## src/hw/rtl/bdtw_pkg.sv

```systemverilog
// ----------------------------------------------------------------------------
// bdtw_pkg
// Shared widths, constants and types for the banded DTW distance block.
// ----------------------------------------------------------------------------
package bdtw_pkg;

   // Sequence storage
   localparam int MAX_LEN    = 1024;
   localparam int ADDR_W     = $clog2(MAX_LEN);
   localparam int CNT_W      = ADDR_W + 1;

   // Band radius
   localparam int MAX_RADIUS = 64;
   localparam int RAD_W      = 7;
   localparam logic [RAD_W-1:0] RADIUS_RESET = RAD_W'(8);

   // Coordinates and costs
   localparam int COORD_W    = 16;
   localparam int SQ_W       = 2 * COORD_W;
   localparam int PC_W       = SQ_W + 1;
   localparam int COST_W     = 48;
   localparam logic [COST_W-1:0] COST_INF = '1;

   // One stored point pair member, x in the low half
   typedef struct packed {
      logic signed [COORD_W-1:0] y;
      logic signed [COORD_W-1:0] x;
   } point_type;

   // One element issued into the cell pipeline
   typedef struct packed {
      logic              valid;
      logic              pre;      // diagonal pre-read, not a cell
      logic              first;    // first cell of the row, no left neighbor
      logic              origin;   // cell (0,0)
      logic              up_ok;
      logic              diag_ok;
      logic [ADDR_W-1:0] col;
   } issue_type;

   // Pipeline status back to the sequencer
   typedef struct packed {
      logic              busy;
      logic [COST_W-1:0] best;
      logic [COST_W-1:0] last_cost;
   } pipe_status_type;

endpackage

```

## src/hw/rtl/bdtw_ctrl.sv

```systemverilog
// ----------------------------------------------------------------------------
// bdtw_ctrl
// Sequencer: loads point pairs, walks the band row by row, checks the abandon
// bound after rows whose band misses the last column, holds the result register.
// ----------------------------------------------------------------------------
module bdtw_ctrl (
   input  logic                          clock,
   input  logic                          reset,
   input  logic [bdtw_pkg::RAD_W-1:0]    radius,
   input  logic                          req_tvalid,
   input  logic                          req_tlast,
   input  logic [bdtw_pkg::COST_W-1:0]   req_threshold,
   output logic                          req_tready,
   output logic                          store_wr_en,
   output logic [bdtw_pkg::ADDR_W-1:0]   store_wr_addr,
   output logic                          q_rd_en,
   output logic [bdtw_pkg::ADDR_W-1:0]   q_rd_addr,
   output bdtw_pkg::issue_type           issue,
   input  bdtw_pkg::pipe_status_type     status,
   output logic                          rsp_valid,
   input  logic                          rsp_ready,
   output logic [bdtw_pkg::COST_W-1:0]   rsp_distance,
   output logic                          rsp_abandoned
);

   typedef enum logic [2:0] {
      ST_LOAD,
      ST_PRE,
      ST_CELLS,
      ST_DRAIN,
      ST_RESULT
   } state_type;

   state_type                     state_ff;
   logic [bdtw_pkg::CNT_W-1:0]    count_ff;
   logic [bdtw_pkg::CNT_W-1:0]    m_ff;
   logic [bdtw_pkg::COST_W-1:0]   thr_ff;
   logic [bdtw_pkg::ADDR_W-1:0]   row_ff;
   logic [bdtw_pkg::ADDR_W-1:0]   col_ff;
   logic [bdtw_pkg::ADDR_W-1:0]   jhi_ff;
   logic                          first_ff;
   logic [bdtw_pkg::COST_W-1:0]   res_dist_ff;
   logic                          res_abn_ff;
   logic                          rsp_valid_ff;
   logic [bdtw_pkg::COST_W-1:0]   rsp_dist_ff;
   logic                          rsp_abn_ff;

   logic                          accept;
   logic [bdtw_pkg::CNT_W-1:0]    count_inc;
   logic [bdtw_pkg::CNT_W-1:0]    row_plus_r;
   logic [bdtw_pkg::CNT_W-1:0]    last_idx;
   logic [bdtw_pkg::ADDR_W-1:0]   jlo;
   logic [bdtw_pkg::ADDR_W-1:0]   jhi;
   logic                          more_rows;
   logic                          abandon;

   // Load handshake and store slot; the last slot is reused once full
   always_comb begin
      req_tready  = (state_ff == ST_LOAD);
      accept      = req_tvalid && req_tready;
      store_wr_en = accept;
      if (count_ff >= bdtw_pkg::CNT_W'(bdtw_pkg::MAX_LEN)) begin
         store_wr_addr = bdtw_pkg::ADDR_W'(bdtw_pkg::MAX_LEN - 1);
         count_inc     = count_ff;
      end else begin
         store_wr_addr = count_ff[bdtw_pkg::ADDR_W-1:0];
         count_inc     = count_ff + 1'b1;
      end
   end

   // Band limits of the current row
   always_comb begin
      row_plus_r = bdtw_pkg::CNT_W'(row_ff) + bdtw_pkg::CNT_W'(radius);
      last_idx   = m_ff - 1'b1;
      if (bdtw_pkg::CNT_W'(row_ff) > bdtw_pkg::CNT_W'(radius)) begin
         jlo = row_ff - bdtw_pkg::ADDR_W'(radius);
      end else begin
         jlo = '0;
      end
      if (row_plus_r < last_idx) begin
         jhi = row_plus_r[bdtw_pkg::ADDR_W-1:0];
      end else begin
         jhi = last_idx[bdtw_pkg::ADDR_W-1:0];
      end
      more_rows = (row_plus_r < last_idx);
      abandon   = more_rows && (status.best >= thr_ff);
   end

   // Issue: one diagonal pre-read, then one cell per cycle
   always_comb begin
      issue.valid   = (state_ff == ST_PRE) || (state_ff == ST_CELLS);
      issue.pre     = (state_ff == ST_PRE);
      issue.col     = (state_ff == ST_PRE) ? (jlo - 1'b1) : col_ff;
      issue.first   = first_ff;
      issue.origin  = (row_ff == '0) && (col_ff == '0);
      issue.up_ok   = (row_ff != '0) && (bdtw_pkg::CNT_W'(col_ff) < row_plus_r);
      issue.diag_ok = (row_ff != '0) && (col_ff != '0);
      q_rd_en       = (state_ff == ST_PRE);
      q_rd_addr     = row_ff;
   end

   // Sequencer and result register
   always_ff @(posedge clock) begin
      if (reset) begin
         state_ff     <= ST_LOAD;
         count_ff     <= '0;
         rsp_valid_ff <= 1'b0;
      end else begin
         // Response taken; in ST_RESULT the reload below handles it
         if (rsp_valid_ff && rsp_ready && (state_ff != ST_RESULT)) begin
            rsp_valid_ff <= 1'b0;
         end
         case (state_ff)
            ST_LOAD: begin
               if (accept) begin
                  if (req_tlast) begin
                     m_ff     <= count_inc;
                     count_ff <= '0;
                     thr_ff   <= req_threshold;
                     row_ff   <= '0;
                     state_ff <= ST_PRE;
                  end else begin
                     count_ff <= count_inc;
                  end
               end
            end
            ST_PRE: begin
               col_ff   <= jlo;
               jhi_ff   <= jhi;
               first_ff <= 1'b1;
               state_ff <= ST_CELLS;
            end
            ST_CELLS: begin
               first_ff <= 1'b0;
               col_ff   <= col_ff + 1'b1;
               if (col_ff == jhi_ff) begin
                  state_ff <= ST_DRAIN;
               end
            end
            ST_DRAIN: begin
               if (!status.busy) begin
                  if (abandon) begin
                     res_dist_ff <= status.best;
                     res_abn_ff  <= 1'b1;
                     state_ff    <= ST_RESULT;
                  end else if (bdtw_pkg::CNT_W'(row_ff) == last_idx) begin
                     res_dist_ff <= status.last_cost;
                     res_abn_ff  <= 1'b0;
                     state_ff    <= ST_RESULT;
                  end else begin
                     row_ff   <= row_ff + 1'b1;
                     state_ff <= ST_PRE;
                  end
               end
            end
            ST_RESULT: begin
               if (!rsp_valid_ff || rsp_ready) begin
                  rsp_valid_ff <= 1'b1;
                  rsp_dist_ff  <= res_dist_ff;
                  rsp_abn_ff   <= res_abn_ff;
                  state_ff     <= ST_LOAD;
               end
            end
            default: begin
               state_ff <= ST_LOAD;
            end
         endcase
      end
   end

   assign rsp_valid     = rsp_valid_ff;
   assign rsp_distance  = rsp_dist_ff;
   assign rsp_abandoned = rsp_abn_ff;

endmodule
```

## config.mk

```make
export PLATFORM = sky130hd
export DESIGN_NAME = bdtw_ctrl
export DESIGN_NICKNAME = d
export VERILOG_FILES = /design/src/hw/rtl/bdtw_pkg.sv /design/src/hw/rtl/bdtw_ctrl.sv
export SDC_FILE = /design/constraint.sdc
export NUM_CORES = 1
export LEC_CHECK = 0
export ABC_CLOCK_PERIOD_IN_PS = 12400
export BUFFER_PORTS_ARGS = -buffer_cell sky130_fd_sc_hd__buf_2
export CAP_MARGIN = 20
export CELL_PAD_IN_SITES_DETAIL_PLACEMENT = 1
export CELL_PAD_IN_SITES_GLOBAL_PLACEMENT = 1
export CORE_AREA = 4 4 152 169
export DETAILED_ROUTE_END_ITERATION = 6
export DIE_AREA = 0 0 156 173
export GPL_TIMING_DRIVEN = 0
export PLACE_DENSITY = 0.92
export SLEW_MARGIN = 20
export SYNTH_ARGS = -nofsm -noshare
export SYNTH_HDL_FRONTEND = slang
export SYNTH_SLANG_ARGS = --single-unit
```

## constraint.sdc

```tcl
create_clock -name clock -period 12.4 [get_ports clock]
set_clock_uncertainty 0.1 [all_clocks]
set_input_delay 2.48 -clock clock [delete_from_list [all_inputs] [get_ports clock]]
set_output_delay 2.48 -clock clock [all_outputs]
set_load 0.05 [all_outputs]
```

# --- After elaboration in Yosys (flattened, before gate mapping) ---
# Index checks and enable logic that the tools add are counted.
classes:
  add_sub_neg: 7
  magnitude_cmp: 5
  eq_ne: 14
  n_mux: 28
  bitwise: 2
  reduce_logical: 26
op_table:
  columns: ["operator", "n"]
  rows:
  - ["48-bit two-way mux", 2]
  - ["10-bit two-way mux", 9]
  - ["48-bit >= comparator", 1]
  - ["10-bit one-hot mux with 2 select lines", 2]
  - ["11-bit two-way mux", 2]
  - ["3-bit two-way mux", 7]
  - ["10-bit by 1-bit adder with 10-bit output, second input constant", 2]
  - ["10-bit zero test", 2]
  - ["10-bit nonzero test", 2]
  - ["3-bit one-hot mux with 5 select lines", 1]
  - ["10-bit by 7-bit adder with 11-bit output", 1]
  - ["11-bit by 1-bit adder with 11-bit output, second input constant", 1]
  - ["10-bit by 11-bit equality test with 1-bit output", 1]
  - ["11-bit >= comparator, second input constant", 1]
  - ["10-bit by 11-bit < comparator with 1-bit output", 1]
  - ["11-bit < comparator", 1]
  - ["11-bit by 1-bit subtractor with 11-bit output, second input constant", 1]
  - ["10-bit equality test", 1]
  - ["10-bit by 7-bit > comparator with 1-bit output", 1]
  - ["2-bit != test, second input constant", 5]
  - ["10-bit by 1-bit subtractor with 10-bit output, second input constant", 1]
  - ["10-bit by 7-bit subtractor with 10-bit output", 1]
  - ["4-bit AND reduction", 2]
  - ["1-bit logical AND", 7]
  - ["16 further kinds", 27]
totals:
  ff_bits: 203
  out_inout_bits: 89
  word_cells: 95

# --- Depth between registers and ports, before layout ---
logic_depth:
  depth_word: 6
  mapped_depth: 19
  mapped_depth_nobuf: 16

# --- Worst setup path before layout ---
# No wires, ideal clock.
synth_path:
  path_kind: "input to output"
  startpoint: "input port radius[0] in the netlist's numbering"
  endpoint: "output port issue[2] in the netlist's numbering"
  arrival_time_ps: 5763
  t_required_ps: 9820
  path_slack_ps: 4057
  stages: 13
  cell_sequence: "ha_1 inv_1 fa_1 a211oi_1 o21ai_0 a211oi_2 o21ai_1 buf_2 nand2_1 ha_1 inv_1 xnor2_1 o21ai_0"
synth_lines:
  columns: ["element", "line", "source"]
  rows:
  - ["from (decl)", "bdtw_ctrl.sv:9", "input logic [bdtw_pkg::RAD_W-1:0] radius,"]
  - ["to (decl)", "bdtw_ctrl.sv:18", "output bdtw_pkg::issue_type issue,"]

==> out/qor.txt <==
Total gr overflow = 0
CTS Buf Count = 22
CTS max path bufs = 3
Max stage delay on crit path = 420 ps
Critical Path End Type = output pin
Power Density = 193 nW/um^2
Slew Limit Fails = 0
Power Total = 2.63 mW
Row count = 60
Met3 Resource Use GR = 3.98%
Critical path origin = radius[0]
Worst path cell trace = buf_2, ha_1, inv_1, fa_1, a211oi_1, o21ai_0, a211oi_2, o21ai_1, buf_2, nand2_1, ha_1, inv_1, or2_2, or4_1, o221ai_1, mux2_2, buf_2
DR WL/cell = 23.0 microns
P&R area growth vs syn = 22.6%
Seq/Total Area, Yosys = 53.6%
Pin count of the biggest net entering global routing = 50
Die ar. = 27000 sq um
Antenna Violating Nets Remaining = 0
Crit-path most repeated cell = buf_2
Critical path data required time = 9820 ps
Max_slew headroom = 42.3%
Via density = 5.54
DRT Pass-1 Iters = 5
Vert. Die Dim = 173 microns
Number of global-route vias before repair = 9453
Non-filler instance count after layout = 1529
Peak VDD IR = 0.000102 V
Clk Latency, worst-skew pair = 510 ps
Outcome = finished clean
Post-CTS resize count = 0
Hold Fails Final Rpt = 0
Netlist Area Pre-Place = 11100 sq um
Port bufs = 244
Num ports = 246
Clk pin slew, worst setup/hold paths = 60 ps
H-tree levels = 1
Placed Cells = 1479
Number of fill cells = 2595
Core ar. = 24100 sq um
Crit-path max FO = 10
Worst-Margin Slew = 865 ps
CTS Root Cell = clkbuf_16
Setup crit start kind = input pin
Die width = 156 microns
Drt total wl = 35100 microns
Ys async rst share = 0%
Pleak = 5.83 nW
Initial core utilization = 46.0%
Global Route met1 Usage = 27.6%
GRT Overall Usage = 25.2%
Worst Path Buf+Inv = 5
Unrepaired setup endpoints after global routing = no
RR Startpoint = q_rd_addr[1]
WS Path Type = input pin to output pin
Share of cells above drive strength 1 = 30.8%
Drt drc = 0
Clock period minus worst slack = 8930 ps
Fin crit share = 72.0%
TritonCTS clock tree = built
Cts hold-fix bufs = 0
Hold path startpoint = res_dist_ff[41]
First-pass GRT wire length = 53000 microns
Synth cell types = 76
Final core utilization = 56.4%
Critical path's top delay family = compound AO/OA/AOI/OAI gates
M2 GR Usage = 47.8%
Via count = 8476
Fmax = 112 MHz
Warnings, synthesis = 0
Total negative setup slack = 0 ps
Clk sinks = 203
Final Wtd Congestion = 0.843
Syn_nets = 1166
Hold Path Class = register to register
Iteration-0 DRC Markers = 383
Total area of sequential cells = 5950 sq um
Number of synthesized flops with an enable pin = 188
Initial antenna violation count = 10
Seq cells post-synth = 203
Finish-stage setup viols = 0
Postcts setup bufs = 0
Multi-input gate area = 4630 sq um
Most Crowded Layer GR = met2
Critical-path top delay cell = fa_1
Max_cap viols = 0
Arrival time worst endpoint = 6350 ps
Final #Nets = 1442
Synthesized instance count = 917
Post-synth top flop = edfxtp_1
Post-synthesis area per instance = 12.1 sq um
Hold slack = 314 ps
Post-DP HPWL = 26500 microns
-- per-stage QoR --
step           setup slack [ps]  cell area, sq um
4_1_cts                    3520             13600
2_1_floorplan              4060             11100
3_5_place_dp               3530             12800
5_1_grt                    3160             13600
3_3_place_gp               3390             12700
6_report                   3470             13600
-- sequential cells by signal, summed over array words and instances, names as in the netlist --
register       count
res_dist_ff       48
rsp_distance      48
m_ff              11
state_ff           3
first_ff           1
res_abn_ff         1
rsp_abandoned      1
q_rd_addr         10
count_ff          11
col_ff            10
thr_ff            48
jhi_ff            10
rsp_valid          1
-- power breakdown --
part / leakage (nW) / internal [mW] / switching, mW
logic: 3.63 / 0.374 / 0.632
clock network: 0.367 / 0.412 / 0.283
registers: 1.84 / 0.865 / 0.0618
-- synth_stat cells, types with 14 or more instances --
| master | n | area share, % |
|---|---|---|
| a21o_1 | 17 | 1.2 |
| a21oi_1 | 31 | 1.4 |
| clkbuf_1 | 17 | 0.58 |
| dfxtp_1 | 15 | 2.7 |
| edfxtp_1 | 188 | 51 |
| ha_1 | 90 | 10 |
| inv_1 | 92 | 3.1 |
| mux2_2 | 46 | 4.7 |
| nand2_1 | 47 | 1.6 |
| nand3_1 | 23 | 1.0 |
| nand4_1 | 14 | 0.79 |
| nor2_1 | 56 | 1.9 |
| nor3_1 | 17 | 0.77 |
| o21ai_0 | 30 | 1.4 |
| xnor2_1 | 41 | 3.2 |
| xor2_1 | 23 | 1.8 |
-- final timing paths --
path / end / slack [ps] / cells past startpoint
worst min-delay path: rsp_distance[41] / 310 / 0
worst min register to register: rsp_distance[41] / 310 / 0
worst max-delay path: issue[6] / 3470 / 17
worst max register to register: res_dist_ff[30] / 6700 / 16
-- cells in the final DEF (no fill, tap or decap), types with 8 or more instances in the layout --
| cell | instances |
|---|---|
| xor2_1 | 23 |
| a21o_1 | 17 |
| buf_4 | 9 |
| nor3_1 | 17 |
| clkbuf_1 | 19 |
| a211oi_1 | 9 |
| a21oi_1 | 30 |
| xnor2_1 | 41 |
| nand4_1 | 14 |
| mux2_2 | 46 |
| nand2_1 | 47 |
| nor2_1 | 56 |
| diode_2 | 11 |
| edfxtp_1 | 188 |
| inv_1 | 91 |
| o21ai_0 | 30 |
| buf_2 | 251 |
| nand2b_1 | 8 |
| or2_2 | 9 |
| dfxtp_1 | 15 |
| nand3_1 | 23 |
| ha_1 | 90 |
| clkbuf_16 | 22 |
-- layer usage --
layer / vias to the layer above / share of wire [%]
met3: 77 / 5.0
li1: 3891 / -
met2: 276 / 55
met4: 0 / 3.8
met1: 4232 / 36
met5: - / 0
-- worst register-to-register path, stage by stage (launching register included) --
cell       delay, ps
edfxtp_1         680
ha_1             380
nand2b_1         160
a21oi_1          210
o21ba_2          160
o21bai_1         120
a211oi_1         350
xnor2_1          250
inv_1            100
ha_1             300
a21o_1           180
a21o_1           190
a2111oi_1        520
o21ai_0          250
o2bb2ai_4        380
buf_6            240
o21ba_4          730
-- kinds of logic (layout without fill, tap and decap cells) --
| kind of cell | Yosys count | after routing | synth area share [%] |
|---|---|---|---|
| xor+xnor | 68 | 68 | 5.88 |
| mux | 59 | 59 | 5.91 |
| other cells | 0 | 11 | 0 |
| compound gates | 145 | 145 | 8.97 |
| simple gates | 224 | 224 | 10.3 |
| buf+inv | 126 | 417 | 4.78 |
| flops | 203 | 203 | 53.6 |
| fa+ha+maj | 92 | 92 | 10.5 |
-- layout make-up --
type | count | share of cell area (%)
sequential | 203 | 43.8
multi-input combinational | 588 | 34.1
timing repair buffer | 252 | 9.60
clock buffer | 24 | 4.11
tap | 310 | 2.85
inverter | 92 | 2.56
clock inverter | 15 | 1.47
buffer | 34 | 1.36
antenna | 11 | 0.203
Note: power is estimated with default switching activity, not from simulation.
